[config.mk]
export PLATFORM = sky130hd
export DESIGN_NAME = conditional_text_gate
export DESIGN_NICKNAME = d
export VERILOG_FILES = /design/src/design/ctg_pkg.sv /design/src/design/conditional_text_gate.sv /design/src/design/ctg_ram.sv
export SDC_FILE = /design/constraint.sdc
export NUM_CORES = 1
export LEC_CHECK = 0
export ABC_AREA = 1
export ABC_CLOCK_PERIOD_IN_PS = 5700
export BUFFER_PORTS_ARGS = -buffer_cell sky130_fd_sc_hd__buf_2
export CAP_MARGIN = 20
export CORE_MARGIN = 2
export CORE_UTILIZATION = 55
export DETAILED_ROUTE_END_ITERATION = 8
export MAX_ROUTING_LAYER = met4
export PLACE_DENSITY = 0.85
export SYNTH_ARGS = -nofsm -noshare
export SYNTH_HDL_FRONTEND = slang
export SYNTH_SLANG_ARGS = --single-unit
[constraint.sdc]
create_clock -name clk -period 5.7 [get_ports clk]
set_input_delay 0.285 -clock clk [delete_from_list [all_inputs] [get_ports clk]]
set_output_delay 0.285 -clock clk [all_outputs]
set_load 0.01 [all_outputs]
[src/design/ctg_pkg.sv]
// shared types and constants for the conditional text gate
package ctg_pkg;

  localparam int NEST_DEPTH_DEF = 16;

  localparam int CMD_W   = 3;
  localparam int DATA_W  = 64;
  localparam int FAULT_W = 3;
  localparam int LEVEL_W = 5;
  localparam int ENTRY_W = 2;

  typedef enum logic [CMD_W-1:0] {
    CMD_TOKEN  = 3'd0,
    CMD_IFDEF  = 3'd1,
    CMD_IFNDEF = 3'd2,
    CMD_ELSIF  = 3'd3,
    CMD_ELSE   = 3'd4,
    CMD_ENDIF  = 3'd5,
    CMD_EOI    = 3'd6
  } cmd_t;

  typedef enum logic [FAULT_W-1:0] {
    FAULT_NONE         = 3'd0,
    FAULT_STRAY_ELSIF  = 3'd1,
    FAULT_STRAY_ELSE   = 3'd2,
    FAULT_STRAY_ENDIF  = 3'd3,
    FAULT_UNTERMINATED = 3'd4,
    FAULT_OVERFLOW     = 3'd5
  } fault_t;

  // stack entry: bit 0 on, bit 1 ever on
  localparam int BIT_ON   = 0;
  localparam int BIT_EVER = 1;

endpackage

[src/design/conditional_text_gate.sv]
// conditional text gate: token stream gated by nested ifdef/elsif/else/endif
//
//  channel  | ports                                         | dir
//  ---------+-----------------------------------------------+-----
//  in       | in_valid in_stall in_command in_symbol_defined | in
//           | in_token_data                                  |
//  out      | out_valid out_stall out_emit out_data_out      | out
//           | out_fault out_level out_active                 |
//
// one request per cycle while not stalled, one registered result per request.
// the top level sits in a register; the levels under it sit in a ram read at
// (open levels - 2) every cycle, so a pop finds the new top ready in the next
// cycle, with a bypass when a push writes the entry being read.
// rst_n (synchronous) empties the stack; the ram itself is not cleared.
// in_stall follows out_stall only while the result register is full.
module conditional_text_gate #(
  parameter int NEST_DEPTH = ctg_pkg::NEST_DEPTH_DEF
) (
  input  logic                          clk,
  input  logic                          rst_n,
  input  logic                          in_valid,
  output logic                          in_stall,
  input  logic [ctg_pkg::CMD_W-1:0]     in_command,
  input  logic                          in_symbol_defined,
  input  logic [ctg_pkg::DATA_W-1:0]    in_token_data,
  output logic                          out_valid,
  input  logic                          out_stall,
  output logic                          out_emit,
  output logic [ctg_pkg::DATA_W-1:0]    out_data_out,
  output logic [ctg_pkg::FAULT_W-1:0]   out_fault,
  output logic [ctg_pkg::LEVEL_W-1:0]   out_level,
  output logic                          out_active
);

  localparam int CNT_W = $clog2(NEST_DEPTH + 1);
  localparam int AW    = NEST_DEPTH > 1 ? $clog2(NEST_DEPTH) : 1;
  localparam int EW    = ctg_pkg::ENTRY_W;

  logic [CNT_W-1:0] count_r, count_nxt;
  logic [CNT_W-1:0] off_r, off_nxt;
  logic [EW-1:0]    top_r, top_nxt;
  logic             byp_r, byp_nxt;
  logic [EW-1:0]    byp_data_r;

  logic             out_valid_r;
  logic             emit_r, emit_nxt;
  logic [ctg_pkg::DATA_W-1:0]  data_r;
  logic [ctg_pkg::FAULT_W-1:0] fault_r;
  ctg_pkg::fault_t  fault_nxt;

  logic             accept;
  logic             wr_en;
  logic [AW-1:0]    wr_addr, rd_addr;
  logic [EW-1:0]    ram_rd;
  logic [EW-1:0]    below;
  logic             enable;
  logic [CNT_W-1:0] off_tmp;

  assign in_stall = out_valid_r & out_stall;
  assign accept   = in_valid & ~in_stall;

  // entry under the top, from the ram or from a write it has not seen yet
  assign below = byp_r ? byp_data_r : ram_rd;

  always_comb begin
    count_nxt = count_r;
    off_nxt   = off_r;
    top_nxt   = top_r;
    emit_nxt  = 1'b0;
    fault_nxt = ctg_pkg::FAULT_NONE;
    wr_en     = 1'b0;
    enable    = 1'b0;
    off_tmp   = off_r;
    if (accept) begin
      case (in_command)
        ctg_pkg::CMD_TOKEN: begin
          emit_nxt = (off_r == '0);
        end
        ctg_pkg::CMD_IFDEF, ctg_pkg::CMD_IFNDEF: begin
          enable = (in_command == ctg_pkg::CMD_IFNDEF) ? ~in_symbol_defined
                                                       : in_symbol_defined;
          if (count_r >= CNT_W'(NEST_DEPTH)) begin
            fault_nxt = ctg_pkg::FAULT_OVERFLOW;
          end else begin
            wr_en     = (count_r != '0);
            top_nxt   = {enable, enable};
            count_nxt = count_r + CNT_W'(1);
            if (!enable) begin
              off_nxt = off_r + CNT_W'(1);
            end
          end
        end
        ctg_pkg::CMD_ELSIF, ctg_pkg::CMD_ELSE: begin
          if (count_r == '0) begin
            fault_nxt = (in_command == ctg_pkg::CMD_ELSIF) ? ctg_pkg::FAULT_STRAY_ELSIF
                                                           : ctg_pkg::FAULT_STRAY_ELSE;
          end else begin
            enable = ~top_r[ctg_pkg::BIT_EVER] &
                     ((in_command == ctg_pkg::CMD_ELSE) | in_symbol_defined);
            if (!top_r[ctg_pkg::BIT_ON] && off_r != '0) begin
              off_tmp = off_r - CNT_W'(1);
            end
            off_nxt = enable ? off_tmp : off_tmp + CNT_W'(1);
            top_nxt = {top_r[ctg_pkg::BIT_EVER] | enable, enable};
          end
        end
        ctg_pkg::CMD_ENDIF: begin
          if (count_r == '0) begin
            fault_nxt = ctg_pkg::FAULT_STRAY_ENDIF;
          end else begin
            count_nxt = count_r - CNT_W'(1);
            top_nxt   = below;
            if (!top_r[ctg_pkg::BIT_ON] && off_r != '0) begin
              off_nxt = off_r - CNT_W'(1);
            end
          end
        end
        ctg_pkg::CMD_EOI: begin
          if (count_r != '0) begin
            fault_nxt = ctg_pkg::FAULT_UNTERMINATED;
          end
        end
        default: begin
        end
      endcase
    end
  end

  // the old top moves into the ram on a push
  assign wr_addr = AW'(count_r - CNT_W'(1));
  assign rd_addr = AW'(count_nxt - CNT_W'(2));
  assign byp_nxt = wr_en & (wr_addr == rd_addr);

  ctg_ram #(
    .WIDTH (EW),
    .DEPTH (NEST_DEPTH)
  ) u_stack (
    .clk     (clk),
    .wr_en   (wr_en),
    .wr_addr (wr_addr),
    .wr_data (top_r),
    .rd_addr (rd_addr),
    .rd_data (ram_rd)
  );

  always_ff @(posedge clk) begin
    if (!rst_n) begin
      count_r     <= '0;
      off_r       <= '0;
      byp_r       <= 1'b0;
      out_valid_r <= 1'b0;
    end else begin
      count_r <= count_nxt;
      off_r   <= off_nxt;
      byp_r   <= byp_nxt;
      if (accept) begin
        out_valid_r <= 1'b1;
      end else if (!out_stall) begin
        out_valid_r <= 1'b0;
      end
    end
  end

  always_ff @(posedge clk) begin
    top_r      <= top_nxt;
    byp_data_r <= top_r;
    if (accept) begin
      emit_r  <= emit_nxt;
      data_r  <= in_token_data;
      fault_r <= fault_nxt;
    end
  end

  logic [ctg_pkg::LEVEL_W-1:0] level_r;
  logic                        active_r;

  always_ff @(posedge clk) begin
    if (accept) begin
      level_r  <= ctg_pkg::LEVEL_W'(count_nxt);
      active_r <= (off_nxt == '0);
    end
  end

  assign out_valid    = out_valid_r;
  assign out_emit     = emit_r;
  assign out_data_out = data_r;
  assign out_fault    = fault_r;
  assign out_level    = level_r;
  assign out_active   = active_r;

endmodule

[src/design/ctg_ram.sv]
// generic single-port-write, single-port-read ram with registered read data
module ctg_ram #(
  parameter int WIDTH = 2,
  parameter int DEPTH = 16
) (
  input  logic                                  clk,
  input  logic                                  wr_en,
  input  logic [(DEPTH > 1 ? $clog2(DEPTH) : 1)-1:0] wr_addr,
  input  logic [WIDTH-1:0]                      wr_data,
  input  logic [(DEPTH > 1 ? $clog2(DEPTH) : 1)-1:0] rd_addr,
  output logic [WIDTH-1:0]                      rd_data
);

  logic [WIDTH-1:0] mem [DEPTH];
  logic [WIDTH-1:0] rd_data_r;

  always_ff @(posedge clk) begin
    if (wr_en) begin
      mem[wr_addr] <= wr_data;
    end
    rd_data_r <= mem[rd_addr];
  end

  assign rd_data = rd_data_r;

endmodule
* Yosys cells after proc, flatten, opt, wreduce, memory -nomap -nowiden
Memory sizes are Yosys's and may differ from the RTL's. A register that Yosys moved wholly into a read port is not among the register bits. Cells that the tools add are included.
Word-level totals: memories 1, flip-flop bits (word level) 90, bits of input ports 72, word-level logic and storage cells 85, RAM bits 32, output and inout bits 76
Memories:
- u_stack.mem | words 16, width 2, read ports 1, clocked after Yosys merged registers in 1, write ports 1, line ctg_ram.sv:14 | logic [WIDTH-1:0] mem [DEPTH];
Cells by class: multiplexer cells 34, equality and inequality tests 11, magnitude comparators 1, bitwise logic cells 9, reduce and logical (&&, ||, !) cells 12, add/subtract/negate cells 6
Operator list (number):
- 5-bit 2-to-1 mux | 13
- 5-bit by 1-bit adder with 5-bit output, second input constant | 3
- 5-bit logical NOT | 3
- 5-bit case mux with 3 select lines | 1
- 2-bit 2-to-1 mux | 7
- 3-bit case mux with 4 select lines | 1
- 5-bit case mux with 2 select lines | 1
- 5-bit nonzero test | 2
- 5-bit by 1-bit subtractor with 5-bit output, second input constant | 2
- 3-bit == test, second input constant | 3
- 1-bit 2-to-1 mux | 8
- 3-bit by 2-bit == test with 1-bit output, second input constant | 2
- 3-bit 2-to-1 mux | 2
- 2-bit != test, second input constant | 3
- 2-bit case mux with 3 select lines | 1
- 5-bit >= comparator, second input constant | 1
- 5-bit AND reduction | 1
- 1-bit bitwise AND | 4
- 4-bit == test | 1
- 2-bit OR reduction | 2
- 4-bit by 2-bit subtractor with 4-bit output, second input constant | 1
- 3-bit by 1-bit == test with 1-bit output, second input constant | 1
- 3-bit logical NOT | 1
- 1-bit inverter | 3
- 5 further kinds | 6

* Depth between registers and ports, before layout
word-level depth 12, depth in mapped cells 21, depth with buffers taken out 21

* Hierarchy
From an unflattened synthesis, not the netlist that was laid out.
Second synthesis, totals: cells, all modules 506, area, all modules 5474.0 sq um
Modules (own cells, without submodules):
- conditional_text_gate | cells an instance 347, instances 1, area an instance 3942.5 sq um
- ctg_ram | cells an instance 159, instances 1, area an instance 1531.5 sq um

* Least setup slack after synthesis
No wires, ideal clock.
kind flip-flop to flip-flop, start point register out_valid_r, in the netlist out_valid, end point register byp_r, slack 1.736 ns, setup time 0.116 ns, clock period less this slack 3.964 ns, arrival 3.849 ns, cell stages (with the launch flop) 13, cell sequence dfxtp_1 -> nand2_1 -> inv_1 -> nor2_2 -> nand2_4 -> nor2_2 -> nand2_1 -> o21ai_4 -> ha_1 -> inv_1 -> nand2_1 -> nand4_1 -> a21oi_1
On the way: longest elaborated chain between the ends 7
Ends and longest elaborated chain:
- from (decl) | line conditional_text_gate.sv:45 | logic out_valid_r;
- from (signal assigned) | line conditional_text_gate.sv:151 | out_valid_r <= 1'b0;
- from (signal assigned) | line conditional_text_gate.sv:157 | out_valid_r <= 1'b1;
- from (signal assigned) | line conditional_text_gate.sv:159 | out_valid_r <= 1'b0;
- 1-bit bitwise AND (*) | line conditional_text_gate.sv:59 | assign in_stall = out_valid_r & out_stall;
- via in_stall | line conditional_text_gate.sv:22 | output logic in_stall,
- 1-bit inverter (*) | line conditional_text_gate.sv:60 | assign accept = in_valid & ~in_stall;
- 1-bit bitwise AND (*) | line conditional_text_gate.sv:60
- via accept | line conditional_text_gate.sv:51 | logic accept;
- 5-bit 2-to-1 mux | line conditional_text_gate.sv:74 | if (accept) begin
- 4-bit by 2-bit subtractor with 4-bit output | line conditional_text_gate.sv:131 | assign rd_addr = AW'(count_nxt - CNT_W'(2));
- 4-bit == test | line conditional_text_gate.sv:132 | assign byp_nxt = wr_en & (wr_addr == rd_addr);
- 1-bit bitwise AND (*) | line conditional_text_gate.sv:132
- to (signal assigned) | line conditional_text_gate.sv:155 | byp_r <= byp_nxt;
- to (decl) | line conditional_text_gate.sv:42 | logic byp_r, byp_nxt;
Mark *: on every way through the listed nets, which the timed path passes. The rest lies on a longest branch. A chain may end at the register's enable or synchronous reset.

* Final worst setup path
start point register count_r[0], end point register u_stack.rd_data_r[1], in the netlist u_stack.rd_data[1], read port of u_stack.mem
On the way: longest elaborated chain between the ends 5
Ends and longest elaborated chain:
- from (decl) | line conditional_text_gate.sv:39 | logic [CNT_W-1:0] count_r, count_nxt;
- from (signal assigned) | line conditional_text_gate.sv:153 | count_r <= count_nxt;
- 5-bit by 1-bit subtractor with 5-bit output, or another cell as far along
- 5-bit 2-to-1 mux, on equally long branches | line conditional_text_gate.sv:108, conditional_text_gate.sv:82
- 5-bit case mux with 2 select lines | line conditional_text_gate.sv:75 | case (in_command)
- 5-bit 2-to-1 mux (*) | line conditional_text_gate.sv:74
- 4-bit by 2-bit subtractor with 4-bit output (*) | line conditional_text_gate.sv:131
- to (decl) | line ctg_ram.sv:15 | logic [WIDTH-1:0] rd_data_r;
Mark *: on every way between the ends. The rest lies on a longest branch, timed or not.

==> key figures <==
Outcome
  • Status: finished, final reports clean

STA
  • Setup TNS: 0 ns
  • Max Fclk: 331.3 MHz
  • Final period util: 0.5295
  • Final Skew: 0.008512 ns
  • Post-route setup slack: 2.682 ns
  • RSZ-0062 raised after global routing: no
  • Worst Tran Pin Value: 0.9733 ns
  • Relative slew slack: 0.3511
  • Final Setup Violations: 0
  • Final min period: 3.018 ns
  • Slew Limit Fails: 0
  • Final Hold Vio Count: 0

Power and ir drop
  • Max IR drop VDD: roughly 0.19 mV
  • Leak: 3.363 nW
  • Pwr Density: 328.4 nW/um^2

Clocking
  • Resized cells post-CTS: 0
  • H-tree levels: 4
  • Clock slew seen by the registers of the worst setup and hold paths: ~0.06 ns
  • Largest buffer count on any clock path: 2
  • Worst-Skew Late Latency: 0.52 ns
  • CTS root buffer: clkbuf_8
  • CTS tree: built
  • Clock sink total: 124
  • CTS buffer count: 17

Finish
  • Final core utilization: 0.7733
  • Diode count: 0
  • # nets final: 808
  • Cell Count, Final, Fillers Out: ~870
  • Area growth from synthesis to layout: 38.03%
  • Layout cells sized above 1: 0.2778

Yosys
  • Ys Warns: 0
  • Sequential cell area fraction in the yosys report: 0.6568
  • Cell taking the most area after synthesis: edfxtp_1
  • Post-Syn Area: ~5400 um^2
  • Synth unique cells: 36
  • Async SR Flop Fraction: 0
  • Synth top area share: 0.5978
  • Flops & latches, synth: 124
  • Post-Syn Area per Cell: 10.79 um^2
  • Post-synth top flop: edfxtp_1
  • Syn nets: roughly 590
  • EDFF count, synth: 108
  • Largest cells by area after synthesis: edfxtp_1 (60%), nand2_1 (8.9%), dfxtp_1 (5.9%), nand3_1 (5.1%), inv_1 (3.7%)
  • Synth Instances: slightly above 500

Setup path
  • CP Capture Type: register
  • Crit path largest cell delay: 0.48 ns
  • CP startpoint kind: register
  • Data arrival time of the worst path: 3.41 ns
  • Largest fanout on the critical path: 16
  • Required time worst endpoint: 6.09 ns
  • CP Cell Sequence: inv_1 -> ha_1 -> nand3_2 -> o211ai_1 -> nand2_1 -> o21ai_4 -> ha_1 -> inv_1 -> nand3_1 -> nand3_1 -> nand2_1
  • Setup Crit Path Kind: reg2reg
  • Worst Reg-to-Reg Cells: 11
  • Slowest cell on crit path: o211ai_1

Die
  • Top-Level Pins: 148
  • Starting Density: 0.5602
  • Die Width: 103.3 um
  • DIE HEIGHT: 103.3 um
  • Core area: a little under 10000 um^2
  • Die area: 10670 um^2
  • Core Rows: 36

Run
  • Max Cap Violations: 0

Detailed routing
  • Total Wirelength: about 18000 um
  • Routed len/inst: 21.18 um
  • Antenna-violating nets left: 0
  • Iter 0 DRT Violations: ~700
  • DRC Markers: 0
  • DR vias/cell: 5.644
  • First drt pass iteration count: 7
  • DR vias: 4916

Placement
  • Gpl congestion: between 0.9 and 1
  • Port bufs: about 150
  • DP Cell Count: between 700 and 800
  • Dpl ws: 2.991 ns
  • Hpwl dp: 9682 um

Global route
  • First-pass GRT wire length: 26740 um
  • Vias in the first global route: 4857
  • Largest net degree at the start of global routing: 75
  • Overall Global Routing Usage: 0.3573
  • Total grt overflow: 0
  • Initial antenna violation count: 0

Hold path
  • Hold Path Class: in2reg
  • Worst hold stages: 3
[report_power, final]
part | switching [mW] | leakage [nW] | total [mW] | internal, mW
clock | 0.421 | 0.270 | 1.04 | 0.620
sequential | 0.0305 | 1.16 | 1.07 | 1.04
combinational | 0.221 | 1.94 | 0.344 | 0.123
total | 0.673 | 3.36 | 2.46 | 1.79
[logic make-up after synthesis]
logic type	synth area share
buffers and inverters	0.05189
and+or+nand+nor	0.2232
AOI/OAI and AO/OA	0.04013
xor gates and xnor gates	0.004844
DFF	0.6568
adders and majority gates	0.02306
[sequential cells by signal (all words and copies together) (netlist names)]
signal / cells
off_r: 5
out_valid: 1
byp_data_r: 2
out_active: 1
byp_r: 1
out_data_out: 64
u_stack.mem: 32
u_stack.rd_data: 2
out_level: 5
count_r: 5
out_emit: 1
top_r: 2
out_fault: 3
[timing repair]
action | 4_1_cts | 5_1_grt
setup buffers | 0 | 0
hold buffers | 64 | 0
endpoints found under the setup margin | 0 | 0
hold endpoints to repair | 64 | 0
[placed cells by master (no fill, tap or decap), drive strengths merged]
cell type    instances
nand4                6
buf                148
a21oi               10
clkinv               8
o22ai                3
nand2              135
and2                 1
dlygate4sd3         64
nor2                52
nor3                 5
ha                  10
clkbuf              17
nand3               58
nand3b               9
bufinv               2
xnor2                1
a41oi                1
a2111oi              1
a22oi                1
xor2                 2
inv                 62
edfxtp             108
o211ai               5
o21ai               10
dfxtp               16
clkinvlp             3
[path summary, 6_finish.rpt]
| path | start | to | slack [ns] |
|---|---|---|---|
| worst max-delay path | count_r[0] | u_stack.rd_data[1] | 2.68 |
| worst min-delay path | rst_n | count_r[2] | 0.03 |
| worst max register to register | count_r[0] | u_stack.rd_data[1] | 2.68 |
| worst min register to register | out_valid | out_valid | 0.50 |
[per-layer routing]
metal	vias to the layer above	track usage	part of all wire
met3	91	0.09476	0.12
met5	-	-	0
met4	0	0.1852	0.053
met2	416	0.5864	0.49
li1	2156	-	-
met1	2253	0.4032	0.34
[critical path, delay by kind of cell, from the launching register on]
kind / cells / cell delay [ns]
AOI/OAI and AO/OA: 2 / 0.63
adders and majority gates: 2 / 0.61
buffers and inverters: 2 / 0.44
DFF: 1 / 0.37
and+or+nand+nor: 5 / 0.86
[through the flow]
stage,power [mW],hold WS (ns),instance area (um^2)
after global placement,1.355,0.4616,6287
final,2.459,0.03487,7488
after floorplan,1.260,0.3826,5425
after CTS,2.402,0.004697,7488
after global routing,2.526,0.02993,7488
after detailed placement,1.364,0.4632,6287
[cells in the mapped netlist (3+ instances only)]
cell	n
nor2_1	47
nor2_2	3
nand3b_1	9
nand3_1	55
buf_2	3
nand2_1	128
nand2_4	4
a21oi_1	9
ha_1	10
edfxtp_1	108
nand2_2	3
o21ai_0	3
nor3_1	5
o21ai_1	4
nand4_1	6
o211ai_1	5
dfxtp_1	16
inv_2	6
o22ai_1	3
inv_1	54
[layout make-up]
| cell class | instances | area, um^2 |
|---|---|---|
| clock buffer | 17 | 414.1 |
| clock inverter | 14 | 146.4 |
| fill | 532 | 2196 |
| inverter | 61 | 229.0 |
| multi-input combinational | 310 | 1585 |
| sequential | 124 | 3563 |
| tap | 133 | 166.4 |
| timing repair buffer | 212 | 1384 |
Power figures use the tool's default switching activity.
